[src/hdl/sve_pkg.sv]
// Shared types and constants for the signed varint encoder.
// No dependencies; used by sve_ctrl, sve_dp and signed_varint_encoder.
`default_nettype none

package sve_pkg;

  // Input command codes
  localparam logic CMD_ADD     = 1'b0;
  localparam logic CMD_RESTART = 1'b1;

  localparam int VALUE_W   = 32;
  localparam int MAPPED_W  = VALUE_W + 1;  // most negative input maps to 2^32+1
  localparam int GROUP_W   = 7;
  localparam int BYTE_W    = 8;
  localparam int MAX_BYTES = 5;
  localparam int CNT_W     = $clog2(MAX_BYTES);

  localparam logic [GROUP_W-1:0] GROUP_MASK = 7'h7F;
  localparam logic [BYTE_W-1:0]  CONT_BIT   = 8'h80;

  // Controller to datapath
  typedef struct packed {
    logic load;  // capture mapped input value
    logic emit;  // load output byte, shift value down one group
    logic last;  // byte being emitted is the final one
  } sve_cmd_t;

  // Datapath to controller
  typedef struct packed {
    logic value_zero;  // input value is the terminator
    logic rest_zero;   // no set bits above the current group
  } sve_stat_t;

endpackage

`default_nettype wire

[src/hdl/sve_dp.sv]
// Datapath of the signed varint encoder: sign mapping, group shifter, output byte.
// Depends on sve_pkg.
`default_nettype none

module sve_dp (
  input  wire                                clk,
  input  wire logic signed [sve_pkg::VALUE_W-1:0] in_value,
  input  wire sve_pkg::sve_cmd_t             cmd,
  output sve_pkg::sve_stat_t                 stat,
  output logic [sve_pkg::BYTE_W-1:0]         out_byte,
  output logic                               out_last
);

  logic [sve_pkg::MAPPED_W-1:0] val_r, val_nxt;
  logic [sve_pkg::MAPPED_W-1:0] mapped;
  logic [sve_pkg::MAPPED_W-1:0] magnitude;
  logic [sve_pkg::BYTE_W-1:0]   byte_r, byte_nxt;
  logic                         last_r, last_nxt;

  // Negative x maps to 2|x|+1, others to 2x; width holds the most negative input
  always_comb begin
    magnitude = sve_pkg::MAPPED_W'(0) - {in_value[sve_pkg::VALUE_W-1], in_value};
    if (in_value[sve_pkg::VALUE_W-1]) begin
      mapped = {magnitude[sve_pkg::VALUE_W-1:0], 1'b1};
    end else begin
      mapped = {in_value[sve_pkg::VALUE_W-1:0], 1'b0};
    end
  end

  always_comb begin
    val_nxt  = val_r;
    byte_nxt = byte_r;
    last_nxt = last_r;
    if (cmd.load) begin
      val_nxt = mapped;
    end else if (cmd.emit) begin
      val_nxt  = val_r >> sve_pkg::GROUP_W;
      byte_nxt = (cmd.last ? '0 : sve_pkg::CONT_BIT)
               | {1'b0, val_r[sve_pkg::GROUP_W-1:0] & sve_pkg::GROUP_MASK};
      last_nxt = cmd.last;
    end
  end

  always_ff @(posedge clk) begin
    val_r  <= val_nxt;
    byte_r <= byte_nxt;
    last_r <= last_nxt;
  end

  assign stat.value_zero = (in_value == '0);
  assign stat.rest_zero  = (val_r[sve_pkg::MAPPED_W-1:sve_pkg::GROUP_W] == '0);
  assign out_byte        = byte_r;
  assign out_last        = last_r;

endmodule

`default_nettype wire

[src/hdl/sve_ctrl.sv]
// Controller of the signed varint encoder: handshakes, terminator flag, byte count.
// Depends on sve_pkg.
`default_nettype none

module sve_ctrl (
  input  wire                       clk,
  input  wire                       rst_n,
  input  wire                       in_valid,
  output logic                      in_ready,
  input  wire                       in_command,
  output logic                      out_valid,
  input  wire                       out_ready,
  input  wire sve_pkg::sve_stat_t   stat,
  output sve_pkg::sve_cmd_t         cmd
);

  typedef enum logic {
    ST_IDLE,
    ST_EMIT
  } state_t;

  state_t                    state_r, state_nxt;
  logic [sve_pkg::CNT_W-1:0] cnt_r, cnt_nxt;
  logic                      term_r, term_nxt;
  logic                      out_valid_r, out_valid_nxt;
  logic                      in_fire;
  logic                      slot_free;

  assign in_ready  = (state_r == ST_IDLE);
  assign in_fire   = in_valid && in_ready;
  assign slot_free = !out_valid_r || out_ready;
  assign out_valid = out_valid_r;

  always_comb begin
    state_nxt     = state_r;
    cnt_nxt       = cnt_r;
    term_nxt      = term_r;
    out_valid_nxt = out_valid_r && !out_ready;
    cmd           = '0;
    unique case (state_r)
      ST_IDLE: begin
        if (in_fire) begin
          if (in_command == sve_pkg::CMD_RESTART) begin
            term_nxt = 1'b0;
          end else begin
            // drop the word while terminated, but still track the terminator
            term_nxt = stat.value_zero;
            if (!term_r) begin
              cmd.load  = 1'b1;
              cnt_nxt   = '0;
              state_nxt = ST_EMIT;
            end
          end
        end
      end
      ST_EMIT: begin
        if (slot_free) begin
          cmd.emit      = 1'b1;
          cmd.last      = stat.rest_zero
                       || (cnt_r == sve_pkg::CNT_W'(sve_pkg::MAX_BYTES - 1));
          out_valid_nxt = 1'b1;
          cnt_nxt       = cnt_r + 1'b1;
          if (cmd.last) begin
            state_nxt = ST_IDLE;
          end
        end
      end
      default: state_nxt = ST_IDLE;
    endcase
  end

  always_ff @(posedge clk) begin
    if (!rst_n) begin
      state_r     <= ST_IDLE;
      cnt_r       <= '0;
      term_r      <= 1'b0;
      out_valid_r <= 1'b0;
    end else begin
      state_r     <= state_nxt;
      cnt_r       <= cnt_nxt;
      term_r      <= term_nxt;
      out_valid_r <= out_valid_nxt;
    end
  end

`ifndef NO_ASSERTIONS
  a_count_bound: assert property (@(posedge clk) disable iff (!rst_n)
    cnt_r <= sve_pkg::CNT_W'(sve_pkg::MAX_BYTES))
    else $error("byte count past maximum");

  a_no_overwrite: assert property (@(posedge clk) disable iff (!rst_n)
    cmd.emit |-> (!out_valid_r || out_ready))
    else $error("output byte overwritten before taken");

  a_last_ends: assert property (@(posedge clk) disable iff (!rst_n)
    (cmd.emit && cmd.last) |=> (state_r == ST_IDLE))
    else $error("emit continued after final byte");

  a_terminated_silent: assert property (@(posedge clk) disable iff (!rst_n)
    (in_fire && term_r) |-> !cmd.load)
    else $error("word encoded while terminated");
`endif

endmodule

`default_nettype wire

[src/hdl/signed_varint_encoder.sv]
// Top level of the signed varint encoder: zigzag-style mapping plus 7-bit group output.
// Depends on sve_pkg, sve_ctrl and sve_dp.
//
//   channel  ports                                   direction  word
//   in       in_valid/in_ready, in_command, in_value input      one command or value
//   out      out_valid/out_ready, out_byte, out_last output     one encoded byte
//
// An add is accepted, then produces one output byte per 7-bit group (1 to 5),
// set by the group shifter that emits a single 7-bit group per cycle while out_ready allows.
// A restart, or an add while the terminator flag is set, is accepted and
// produces no byte.
// The final byte sits in the output register while the next word is accepted.
// A stalled out_ready holds the shifter; reset clears the flag and the output.
`default_nettype none

module signed_varint_encoder (
  input  wire                                      clk,
  input  wire                                      rst_n,
  input  wire                                      in_valid,
  output logic                                     in_ready,
  input  wire                                      in_command,
  input  wire logic signed [sve_pkg::VALUE_W-1:0]  in_value,
  output logic                                     out_valid,
  input  wire                                      out_ready,
  output logic [sve_pkg::BYTE_W-1:0]               out_byte,
  output logic                                     out_last
);

  sve_pkg::sve_cmd_t  cmd;
  sve_pkg::sve_stat_t stat;

  // Controller: handshakes, terminator flag and byte count
  sve_ctrl u_ctrl (
    .clk        (clk),
    .rst_n      (rst_n),
    .in_valid   (in_valid),
    .in_ready   (in_ready),
    .in_command (in_command),
    .out_valid  (out_valid),
    .out_ready  (out_ready),
    .stat       (stat),
    .cmd        (cmd)
  );

  // Datapath: map the value, shift out groups, hold the output byte
  sve_dp u_dp (
    .clk      (clk),
    .in_value (in_value),
    .cmd      (cmd),
    .stat     (stat),
    .out_byte (out_byte),
    .out_last (out_last)
  );

`ifndef NO_ASSERTIONS
  a_cont_on_more: assert property (@(posedge clk) disable iff (!rst_n)
    (out_valid && !out_last) |-> out_byte[sve_pkg::BYTE_W-1])
    else $error("continuation bit missing on inner byte");

  a_no_cont_on_last: assert property (@(posedge clk) disable iff (!rst_n)
    (out_valid && out_last) |-> !out_byte[sve_pkg::BYTE_W-1])
    else $error("continuation bit set on final byte");

  a_idle_after_last: assert property (@(posedge clk) disable iff (!rst_n)
    (out_valid && out_last && !in_ready) |-> !$past(cmd.emit && cmd.last))
    else $error("not ready after final byte emitted");
`endif

endmodule

`default_nettype wire
[config.mk]
export PLATFORM = sky130hd
export DESIGN_NAME = signed_varint_encoder
export DESIGN_NICKNAME = d
export VERILOG_FILES = /design/src/hdl/sve_pkg.sv /design/src/hdl/sve_dp.sv /design/src/hdl/sve_ctrl.sv /design/src/hdl/signed_varint_encoder.sv
export SDC_FILE = /design/constraint.sdc
export NUM_CORES = 1
export LEC_CHECK = 0
export ABC_AREA = 0
export BUFFER_PORTS_ARGS = -buffer_cell sky130_fd_sc_hd__buf_2
export CORE_MARGIN = 10
export CORE_UTILIZATION = 42
export DETAILED_ROUTE_END_ITERATION = 12
export PLACE_DENSITY = 0.66
export SYNTH_ARGS = -nofsm -noshare
export SYNTH_HDL_FRONTEND = slang
export SYNTH_SLANG_ARGS = --single-unit
[constraint.sdc]
create_clock -name clk -period 2.52 [get_ports clk]
set_input_delay 0.504 -clock clk [delete_from_list [all_inputs] [get_ports clk]]
set_output_delay 0.504 -clock clk [all_outputs]
set_load 0.03 [all_outputs]
## Word level (Yosys, flattened, before mapping)

Index checks and enable logic that the tools add are counted.

| cells by class | value |
|---|---|
| $add $sub $neg | 2 |
| multiply operators | 0 |
| div/mod/pow operators | 0 |
| magnitude comparators | 0 |
| equal/unequal tests | 5 |
| shift-type cells | 0 |
| muxes and demuxes | 21 |
| bitwise operators | 3 |
| reductions and logical operators | 12 |

Operators by type and width:

| cell | number |
|---|---|
| two-way mux 33 bit | 3 |
| logical NOT 32 bit | 1 |
| subtractor 1 x 32 -> 32 bit, first input constant | 1 |
| logical NOT 26 bit | 1 |
| two-way mux 3 bit | 4 |
| two-way mux 1 bit | 9 |
| two-way mux 8 bit | 1 |
| != test 2 bit, second input constant | 4 |
| OR 8 x 7 -> 8 bit | 1 |
| one-hot mux 3 bit (2 select lines) | 1 |
| two-way mux 2 bit | 2 |
| AND reduction 2 bit | 2 |
| AND reduction 4 bit | 1 |
| adder 3 x 1 -> 3 bit, second input constant | 1 |
| equality test 3 bit, second input constant | 1 |
| logical AND 1 bit | 2 |
| logical NOT 1 bit | 2 |
| logical OR 1 bit | 2 |
| inverter 1 bit | 2 |
| one-hot mux 1 bit (2 select lines) | 1 |
| nonzero test 2 bit | 1 |

| word-level totals | value |
|---|---|
| flip-flop bits (word level) | 48 |
| bits in latches | 0 |
| RAM bits | 0 |
| bits in read-only memories | 0 |
| input port bits | 37 |
| output and inout bits | 11 |
| word-level logic and storage cells | 50 |
| memories | 0 |

## Longest topological paths before layout

Gate-level depths: netlist of run 1.

| logic depth | value |
|---|---|
| word-level depth | 6 |
| mapped depth | 7 |
| gate-level depth less buffers | 7 |

## By module

A second synthesis of run 1 with hierarchy kept.

| unflattened totals | value |
|---|---|
| cells, all modules | 309 |
| area total of the unflattened synthesis | 2984.1 um^2 |

By module, submodules not included:

| module | times used | cells an instance | area each (um^2) | sequential area each (um^2) |
|---|---|---|---|---|
| sve_dp | 1 | 270 | 2650.0 | 1261.2 |
| sve_ctrl | 1 | 39 | 334.1 | 120.1 |

## Worst setup path before layout of run 1

Ideal clock, no wire load.

| path | value |
|---|---|
| path kind | in2reg |
| start | in in_value[23] in the netlist's numbering |
| end | reg u_ctrl.term_r |
| setup time | 84 ps |
| arrival | 2365 ps |
| data required time | 2436 ps |
| slack | 70 ps |
| stages on the path | 5 |
| path buffers | 0 |
| path through | or4_4 or4_1 or3_1 or4_1 o31ai_2 |

| between the ends | value |
|---|---|
| longest elaborated chain between the ends | 2 |

Ends and longest elaborated chain:

| what | line | source |
|---|---|---|
| start: declaration | signed_varint_encoder.sv:22 | `input wire logic signed [sve_pkg::VALUE_W-1:0] in_value,` |
| logical NOT 32 bit | sve_dp.sv:50 | `assign stat.value_zero = (in_value == '0);` |
| two-way mux 1 bit | sve_ctrl.sv:43 | `if (in_command == sve_pkg::CMD_RESTART) begin` |
| end signal: assignment | sve_ctrl.sv:81 | `term_r <= term_nxt;` |
| end: declaration | sve_ctrl.sv:24 | `logic term_r, term_nxt;` |

Every way passes these cells.
A chain may end at the register's enable or synchronous reset.

## Worst setup path after layout of run 1

Same ends and word-level chain as after synthesis.

==> flow_metrics.py, run 1 <==
metrics = {
    "cells_and_area": {
        "n_fill_cell": 549,
        "multi_input_area_um2": 1100,
        "final_common_cell": "buf_2",
        "finalNonFillerCells": 384,
        "layout-drive-gt1-share_pct": 23.6,
        "syn_to_final_growth_pct": 19.3,
        "fin_util_pct": 51.6,
        "num-nets-final": 348,
        "layout_common_cells": "47 x buf_2, 44 x nand2_1, 42 x edfxtp_1",
        "diodes": 0,
        "register_area_um2": 1380,
    },
    "timing": {
        "slew_headroom_pct": 63.4,
        "layout_min_cycle_time_ns": 2.31,
        "setup_viol": 0,
        "fmax_ghz": 0.433,
        "finalCritPeriodShare_pct": 91.7,
        "drv_slew": 0,
        "holdWs_ns": 0.424,
        "hold_viol_final": 0,
        "worst_pin_slew_ns": 0.549,
        "rsz0062_at_grt": "no",
        "finClkSkew_ns": 0.00785,
    },
    "critical_path": {
        "path_class": "in2reg",
        "end_kind": "register",
        "rrSetupSlack_ns": 0.80,
        "cpMostUsedCell": "or4_1",
        "crit_required_ns": 2.75,
        "slowest_delay_ns": 0.53,
        "cp_max_fo": 2,
        "cp-start-kind": "input port",
        "crit_path_cell_trace": "buf_2 -> or4_4 -> or4_1 -> or3_1 -> or4_1 -> o31ai_2",
        "path_delay_family": "simple AND/OR/NAND/NOR gates",
        "rr_endpoint": "u_dp.val_r[6]",
        "ff2ff_path_depth": 5,
        "crit_buf_inv": 1,
        "crit_slowest_cell": "or4_4",
        "crit_arrival_ns": 2.54,
        "reg2reg_from": "u_ctrl.state_r",
    },
    "clock_tree": {
        "cts_setup_buffers": 0,
        "worstSkewPairLatency_ns": 0.30,
        "clk_pin_slew_ns": 0.09,
        "numCtsBuffers": 5,
        "h-tree-depth": 2,
        "cts_buffer_depth": 2,
        "cts-resized-gates": 0,
        "postCtsHoldBufs": 0,
        "cts.sinks": 48,
        "cts_tree": "built",
        "cts_root_buf": "clkbuf_8",
    },
    "yosys": {
        "syn-cell-area_um2": 2560,
        "synthCells": 252,
        "synth-edff-count": 42,
        "yosysSeqAreaShare_pct": 54.0,
        "synthFlopType": "edfxtp_1",
        "yosysUniqueCellTypes": 29,
        "synthesis.nets": 292,
        "synth-seq-cells": 48,
        "yosysWarnings": 0,
        "avgSynthCellArea_um2": 10.2,
        "ys_async_sr_fraction_pct": 0,
    },
    "floorplan": {
        "die_w_um": 98.1,
        "start_util_pct": 43.2,
        "num_rows": 28,
        "die_area_um2": 9620,
        "ios": 48,
        "die-height_um": 98.1,
        "core_um2": 5920,
    },
    "routing": {
        "drtAntennaViolNets": 0,
        "wl_per_cell_um": 15.2,
        "routed_wl_mm": 5.84,
        "drt_first_pass_iters": 4,
        "via_per_inst": 5.32,
        "remaining_drc_errors": 0,
        "vias": 2043,
        "drtIter0Drc": 73,
    },
    "flow_run": {
        "cap_violations": 0,
    },
    "global_route": {
        "grt_pass1_vias": 2067,
        "grt_use_total_pct": 12.2,
        "grt_pass1_wl_mm": 9.74,
        "grt_overflow": 0,
        "grt_max_degree": 61,
        "antenna_found_initial": 0,
    },
    "placement": {
        "gp_congestion": 0.807,
        "dp_cells": 376,
        "dpl.hpwl_mm": 4.42,
        "port_buffers": 47,
    },
    "min_path": {
        "worstHoldStart": "u_dp.val_r[5]",
        "min_path_cells": 0,
        "hold_class": "reg2reg",
        "hold_end": "u_dp.out_byte[5]",
    },
    "power": {
        "power_density_nw_per_um2": 560,
        "total_leakage_power_nw": 1.18,
        "ir_worst_vdd_uv": 256,
        "p_total_mw": 1.71,
    },
    "outcome": {
        "status": "completed",
    },
}
-- synth_stat cells, types with 5 or more instances --
cell	number	share of area [%]
o21ai_1	6	1.2
xor2_1	29	9.9
edfxtp_1	42	49
nor2_1	12	1.8
dfxtp_1	6	4.7
or3_1	5	1.2
inv_1	8	1.2
o21ai_0	28	5.5
o41ai_1	8	2.7
o31ai_1	9	2.6
nor4_1	11	2.7
clkbuf_1	11	1.6
nand2_1	44	6.5
nand3_1	8	1.6
-- metrics by stage --
| stage | setup TNS, ns | area, um^2 | setup WS (ns) |
|---|---|---|---|
| 2_1_floorplan | 0 | 2560 | 0.0702 |
| 3_3_place_gp | -0.0760 | 2960 | -0.0760 |
| 3_5_place_dp | -0.108 | 2960 | -0.108 |
| 4_1_cts | 0 | 3050 | 0.213 |
| 5_1_grt | 0 | 3050 | 0.132 |
| 6_report | 0 | 3050 | 0.210 |
-- where the power goes --
group | switching, mW | internal, mW | leakage, nW
Combinational | 0.166 | 0.101 | 0.689
Sequential | 0.0293 | 0.952 | 0.449
Clock | 0.266 | 0.197 | 0.0404
Total | 0.462 | 1.25 | 1.18
-- metal layers --
metal | GRT usage (%) | part of all wire (%) | vias to the layer above
met5 | 0 | 0 | -
met4 | 5.15 | 1.5 | 0
met3 | 3.03 | 4.6 | 4
met2 | 21.3 | 51 | 44
met1 | 13.8 | 43 | 962
li1 | - | - | 1033
-- area by class of cell --
| class | count | share of cell area, % |
|---|---|---|
| flip-flops and latches | 48 | 45.2 |
| clock inverters | 3 | 0.778 |
| well taps | 75 | 3.07 |
| clock buffers | 5 | 2.25 |
| repair buffers | 61 | 11.6 |
| multi-input cells | 184 | 36.1 |
| inverters | 8 | 0.983 |
-- worst reg2reg max path, cell delays in order (launching register included) --
cell and delay (ns):
dfxtp_1 0.34, inv_1 0.08, nand2_1 0.10, or3_1 0.34, nand2_1 0.32, buf_12 0.24
-- worst max-delay path by stage --
stage                  from  depth (start not counted)             to  slack [ns]
5_1_grt        in_value[23]                          6  u_ctrl.term_r        0.13
4_1_cts        in_value[23]                          6  u_ctrl.term_r        0.21
6_report       in_value[23]                          6  u_ctrl.term_r        0.21
3_5_place_dp   in_value[23]                          6  u_ctrl.term_r       -0.11
3_3_place_gp   in_value[23]                          6  u_ctrl.term_r       -0.08
2_1_floorplan  in_value[23]                          5  u_ctrl.term_r        0.07
-- registers in the layout, summed over array words and instances (netlist names) --
register and cells:
u_ctrl.out_valid 1, u_ctrl.cnt_r 3, u_ctrl.state_r 1, u_dp.out_byte 8, u_dp.val_r 33, u_ctrl.term_r 1
u_dp.out_last 1
-- logic make-up after synthesis --
| kind of cell | after synthesis | synth area share [%] |
|---|---|---|
| flops | 48 | 54.0 |
| compound gates | 55 | 13.3 |
| buf+inv | 20 | 2.93 |
| mux | 1 | 0.391 |
| fa+ha+maj | 3 | 1.47 |
| simple gates | 94 | 17.3 |
| xor+xnor | 31 | 10.6 |
(Power assumes the default switching activity.)
==> run 2, diff against run 1 <==
--- a/config.mk
+++ b/config.mk
@@ -5,12 +5,11 @@
 export SDC_FILE = /design/constraint.sdc
 export NUM_CORES = 1
 export LEC_CHECK = 0
-export ABC_AREA = 0
+export ABC_AREA = 1
 export BUFFER_PORTS_ARGS = -buffer_cell sky130_fd_sc_hd__buf_2
 export CORE_MARGIN = 10
 export CORE_UTILIZATION = 42
 export DETAILED_ROUTE_END_ITERATION = 12
-export PLACE_DENSITY = 0.66
 export SYNTH_ARGS = -nofsm -noshare
 export SYNTH_HDL_FRONTEND = slang
 export SYNTH_SLANG_ARGS = --single-unit
==> run 2 against run 1 <==
  * Synthesized cell count grew 53%
  * Cell count up 39%
  * Die area is 16% higher
  * Critical endpoint is now u_dp.val_r[10]
  * Largest cell class is now multi-input combinational cells
  * Largest power group unchanged
==> flow_metrics.py, run 2 <==
metrics = {
    "critical_path": {
        "crit_arrival_ns": 1.90,
        "cp_max_fo": 19,
        "cp-start-kind": "register",
        "path_class": "reg2reg",
        "end_kind": "register",
        "ff2ff_path_depth": 6,
        "rrSetupSlack_ns": 0.77,
        "reg2reg_from": "u_ctrl.state_r",
        "rr_endpoint": "u_dp.val_r[10]",
        "crit_required_ns": 2.66,
    },
    "floorplan": {
        "die_w_um": 105,
        "die_area_um2": 11100,
        "die-height_um": 105,
        "start_util_pct": 42.7,
        "core_um2": 7180,
        "num_rows": 31,
        "ios": 48,
    },
    "global_route": {
        "grt_max_degree": 38,
        "grt_overflow": 0,
        "antenna_found_initial": 0,
        "grt_use_total_pct": 13.5,
        "grt_pass1_vias": 2592,
        "grt_pass1_wl_mm": 12.3,
    },
    "timing": {
        "drv_slew": 0,
        "holdWs_ns": 0.423,
        "finalCritPeriodShare_pct": 69.6,
        "rsz0062_at_grt": "no",
        "slew_headroom_pct": 71.2,
        "layout_min_cycle_time_ns": 1.75,
        "fmax_ghz": 0.571,
        "fin_setup_tns_ns": 0,
        "worst_pin_slew_ns": 0.432,
        "hold_viol_final": 0,
        "setup_viol": 0,
        "finClkSkew_ns": 0.00724,
    },
    "cells_and_area": {
        "num-nets-final": 473,
        "regMostFlops": "u_dp.val_r",
        "layout_common_cells": "102 x nand2_1, 48 x inv_1, 47 x buf_2",
        "post-route-cell-area_um2": 3500,
        "finalNonFillerCells": 533,
        "syn_to_final_growth_pct": 14.2,
        "largest_reg_flops": 33,
        "final_common_cell": "nand2_1",
        "diodes": 0,
        "layout-drive-gt1-share_pct": 20.7,
    },
    "min_path": {
        "hold_end": "u_dp.out_byte[3]",
        "hold_class": "reg2reg",
        "worstHoldStart": "u_dp.val_r[3]",
        "min_path_cells": 0,
    },
    "routing": {
        "wl_per_cell_um": 14.1,
        "routed_wl_mm": 7.54,
        "remaining_drc_errors": 0,
        "drt_first_pass_iters": 4,
        "drtAntennaViolNets": 0,
        "vias": 2616,
        "drtIter0Drc": 168,
        "via_per_inst": 4.91,
    },
    "yosys": {
        "synthFlopType": "edfxtp_1",
        "synth.largest_area_cell": "edfxtp_1",
        "synth-edff-count": 42,
        "synth-seq-cells": 48,
        "ys_async_sr_fraction_pct": 0,
        "synth.area.top_cells": "edfxtp_1 41%, nand2_1 12%, inv_1 5.9%, nor2_1 5.3%, nand3_1 5.2%",
        "synthCells": 385,
        "yosysUniqueCellTypes": 38,
        "synthDominantCellAreaShare_pct": 41.1,
        "syn-cell-area_um2": 3070,
        "yosysWarnings": 0,
        "synthesis.nets": 425,
        "yosys-top-cells-count": "102 x nand2_1, 48 x inv_1, 43 x nor2_1",
        "synth.most_common_cell": "nand2_1",
        "avgSynthCellArea_um2": 7.97,
        "yosysSeqAreaShare_pct": 45.0,
    },
    "power": {
        "total_leakage_power_nw": 1.63,
        "ir_worst_vdd_uv": 239,
        "power_density_nw_per_um2": 536,
    },
    "clock_tree": {
        "postCtsHoldBufs": 0,
        "cts_buffer_depth": 2,
        "clk_pin_slew_ns": 0.09,
        "cts-resized-gates": 0,
        "cts.sinks": 48,
        "h-tree-depth": 2,
        "cts_root_buf": "clkbuf_8",
        "cts_setup_buffers": 0,
        "numCtsBuffers": 5,
        "cts_tree": "built",
        "worstSkewPairLatency_ns": 0.31,
    },
    "placement": {
        "dpl.hpwl_mm": 5.99,
        "placed_area_um2": 3390,
        "dp_cells": 525,
        "port_buffers": 47,
        "gp_congestion": 0.882,
    },
    "flow_run": {
        "cap_violations": 0,
    },
    "outcome": {
        "status": "completed",
    },
}
## run 2: logic make-up after synthesis
logic type	after synthesis	synth area share [%]
and+or+nand+nor	216	34.7
DFF	48	45.0
buffers and inverters	63	8.69
xor gates and xnor gates	7	2.00
AOI/OAI and AO/OA	48	8.36
adders and majority gates	3	1.22
## run 2: how the worst max path moves through the flow
stage	startpoint	end	slack, ns
6_report	u_ctrl.state_r	u_dp.val_r[10]	0.77
5_1_grt	u_ctrl.state_r	u_dp.val_r[10]	0.60
3_3_place_gp	in_value[0]	u_dp.val_r[13]	0.52
2_1_floorplan	in_valid	u_ctrl.cnt_r[2]	0.54
3_5_place_dp	in_value[0]	u_dp.val_r[13]	0.51
4_1_cts	u_ctrl.state_r	u_dp.val_r[10]	0.77
## run 2: layout make-up
class                           count  area [um^2]
Clock buffer                        6         93.8
Timing Repair Buffer               52          273
Tap cell                           99          124
Multi-Input combinational cell    274         1420
Clock inverter                      2         15.0
Inverter                           52          195
Fill cell                         721         3670
Sequential cell                    48         1380
## run 2: metrics by stage
| stage | power [mW] | worst slack [ns] | util (%) |
|---|---|---|---|
| 5_1_grt | 1.97 | 0.601 | 48.8 |
| 4_1_cts | 1.90 | 0.775 | 48.8 |
| 3_3_place_gp | 1.35 | 0.522 | 47.3 |
| 3_5_place_dp | 1.35 | 0.507 | 47.3 |
| 6_report | 1.88 | 0.767 | 48.8 |
| 2_1_floorplan | 1.23 | 0.540 | - |
## run 2: power by group
part	switching [mW]	total [mW]	leakage, nW	internal, mW
combinational	0.230	0.343	1.12	0.113
sequential	0.0300	0.989	0.448	0.959
clock	0.286	0.546	0.0573	0.260
## run 2: routing by layer
| layer | part of all wire, % | track usage, % | vias up |
|---|---|---|---|
| met5 | 0 | 0 | - |
| met4 | 0.77 | 4.12 | 0 |
| met3 | 5.9 | 3.29 | 7 |
| met2 | 49 | 23.3 | 70 |
| met1 | 44 | 16.1 | 1177 |
| li1 | - | - | 1362 |
## run 2: critical path: stages (launching register included)
cell and delay, ns:
dfxtp_1 0.36, nor2_1 0.19, nand2_1 0.25, inv_2 0.28, buf_4 0.28, nand2_1 0.08, o22ai_1 0.14
==> run 3, diff against run 2 <==
--- a/config.mk
+++ b/config.mk
@@ -5,11 +5,12 @@
 export SDC_FILE = /design/constraint.sdc
 export NUM_CORES = 1
 export LEC_CHECK = 0
-export ABC_AREA = 1
+export ABC_AREA = 0
 export BUFFER_PORTS_ARGS = -buffer_cell sky130_fd_sc_hd__buf_2
 export CORE_MARGIN = 10
 export CORE_UTILIZATION = 42
 export DETAILED_ROUTE_END_ITERATION = 12
+export PLACE_DENSITY = 0.66
 export SYNTH_ARGS = -nofsm -noshare
 export SYNTH_HDL_FRONTEND = slang
 export SYNTH_SLANG_ARGS = --single-unit
==> constraint.sdc (replaced) <==
create_clock -name clk -period 1.55 [get_ports clk]
set_input_delay 0.31 -clock clk [delete_from_list [all_inputs] [get_ports clk]]
set_output_delay 0.31 -clock clk [all_outputs]
set_load 0.03 [all_outputs]
==> run 3 against run 2 <==
  * The run now ends with setup timing left
  * Register-to-register slack worse by 0.77 ns
  * Sequential cell count did not move
  * Via count fell by 9.1%
  * Cell count down 15%
  * Clock-buffer cell count is the same
  * Clock power rose by 33%
  * Critical endpoint is now u_ctrl.term_r
  * Highest routed layer unchanged
==> flow_metrics.py, run 3 (synthesized netlist as in run 1, its figures left out) <==
metrics = {
    "min_path": {
        "hold_class": "in2reg",
        "min_path_cells": 3,
        "hold_end": "u_ctrl.state_r",
        "worstHoldStart": "rst_n",
    },
    "floorplan": {
        "die_area_um2": 9620,
        "core_um2": 5920,
        "num_rows": 28,
        "die_w_um": 98.1,
        "start_util_pct": 43.2,
        "die-height_um": 98.1,
        "ios": 48,
    },
    "clock_tree": {
        "cts_buffer_depth": 2,
        "cts_tree": "built",
        "numCtsBuffers": 5,
        "worstSkewPairLatency_ns": 0.30,
        "h-tree-depth": 2,
        "cts.sinks": 48,
        "cts_root_buf": "clkbuf_8",
        "clk_pin_slew_ns": 0.08,
    },
    "critical_path": {
        "crit_slowest_cell": "or4_4",
        "end_kind": "register",
        "rr_endpoint": "u_dp.val_r[28]",
        "reg2reg_from": "u_ctrl.state_r",
        "path_class": "in2reg",
        "critPathLaunch": "in_value[23]",
        "rrSetupSlack_ns": 0,
        "ff2ff_path_depth": 6,
        "cp_max_fo": 2,
        "cpMostUsedCell": "or4_4",
        "cp-start-kind": "input port",
        "crit_required_ns": 1.77,
        "crit_path_cell_trace": "buf_6 -> or4_4 -> or4_4 -> or3_4 -> or4_4 -> o31ai_2",
        "crit_arrival_ns": 2.33,
        "slowest_delay_ns": 0.53,
    },
    "timing": {
        "slew_headroom_pct": 72.1,
        "drv_slew": 0,
        "hold_viol_final": 0,
        "rsz0062_at_grt": "yes",
        "finClkSkew_ns": 0.00466,
        "layout_min_cycle_time_ns": 2.11,
        "holdWs_ns": 0.301,
        "setup_viol": 18,
        "fin_setup_tns_ns": -3.83,
        "fmax_ghz": 0.473,
        "worst_slack_ns": -0.564,
        "worst_pin_slew_ns": 0.414,
        "finalCritPeriodShare_pct": 136,
    },
    "cells_and_area": {
        "register_area_um2": 1380,
        "layout-drive-gt1-share_pct": 48.8,
        "num-nets-final": 416,
        "final_common_cell": "buf_4",
        "regMostFlops": "u_dp.val_r",
        "largest_reg_flops": 33,
        "syn_to_final_growth_pct": 62.2,
        "n_fill_cell": 418,
        "multi_input_area_um2": 1520,
        "diodes": 0,
        "layout_common_cells": "64 x buf_4, 42 x edfxtp_1, 40 x nand2_1, 40 x buf_2, 28 x xor2_1",
    },
    "global_route": {
        "grt_overflow": 0,
        "grt_max_degree": 55,
        "grt_use_total_pct": 13.9,
        "grt_pass1_vias": 2361,
        "antenna_found_initial": 0,
        "grt_pass1_wl_mm": 11.1,
    },
    "placement": {
        "gp_congestion": 0.828,
        "dpl.hpwl_mm": 4.88,
        "port_buffers": 47,
        "pre_cts_slack_ns": -0.928,
    },
    "routing": {
        "drt_first_pass_iters": 5,
        "via_per_inst": 5.26,
        "routed_wl_mm": 7.23,
        "remaining_drc_errors": 0,
        "vias": 2378,
        "drtAntennaViolNets": 0,
        "drtIter0Drc": 163,
        "wl_per_cell_um": 16.0,
    },
    "power": {
        "total_leakage_power_nw": 1.73,
        "ir_worst_vdd_uv": 570,
        "power_density_nw_per_um2": 718,
    },
    "flow_run": {
        "cap_violations": 0,
    },
    "outcome": {
        "status": "complete, but fails checks",
        "violations": "setup timing",
    },
}
run 3: cell count changes in the layout (fill, tap and decap cells not counted), sizes merged, moves of 3 or more:
cell	before	now
buf	52	128
nand2	108	44
inv	54	8
nor2	53	12
nand3	38	8
xor2	6	29
a21oi	18	0
o21ai	20	34
nor4	2	11
o31ai	1	10
o41ai	0	8
o22ai	5	0
or3	0	5
or4	0	3
run 3: worst max path at each step:
stage                                to  slack (ns)  cells after the start
after global placement    u_ctrl.term_r       -0.86                      6
after detailed placement  u_ctrl.term_r       -0.93                      6
final                     u_ctrl.term_r       -0.56                      6
after floorplan           u_ctrl.term_r       -0.71                      5
after global routing      u_ctrl.term_r       -0.58                      6
after CTS                 u_ctrl.term_r       -0.54                      6
run 3: cell type report:
class / instances / share of cell area [%]
multi-input combinational: 184 / 36.7
sequential: 48 / 33.3
timing repair buffer: 129 / 24.7
tap: 75 / 2.26
clock buffer: 6 / 1.75
inverter: 8 / 1.02
clock inverter: 2 / 0.271
run 3: worst max-delay path, delay by kind of cell:
family	cells	cell delay, ns
buffers and inverters	1	0.09
and+or+nand+nor	4	1.75
AOI/OAI and AO/OA	1	0.18
run 3: timing repair:
action,CTS,global route
setup endpoints to repair,67,25
hold endpoints to repair,0,0
pin swaps,30,42
gates resized for setup,50,33
hold buffers,0,0
cloned,1,1
buffers inserted,9,15
run 3: power by group:
group / switching, mW / internal (mW)
Sequential: 0.0514 / 1.55
Clock: 0.411 / 0.313
Combinational: 0.359 / 0.300
Total: 0.821 / 2.16
run 3: layer usage:
metal	up-vias	global-route usage, %	wire length [um]
li1	1172	-	-
met1	1143	14.9	2870
met2	52	25.5	3960
met3	11	3.88	291
met4	0	4.25	110
met5	-	0	0
run 3: through the flow:
stage | cells | power, mW | util (%) | area [um^2]
finish | 452 | 2.98 | 70.1 | 4150
global route | 452 | 3.12 | 70.1 | 4150
CTS | 440 | 2.94 | 66.1 | 3910
detailed placement | 422 | 2.18 | 58.8 | 3480
global placement | 422 | 2.16 | 58.8 | 3480
floorplan | 252 | 1.91 | - | 2780
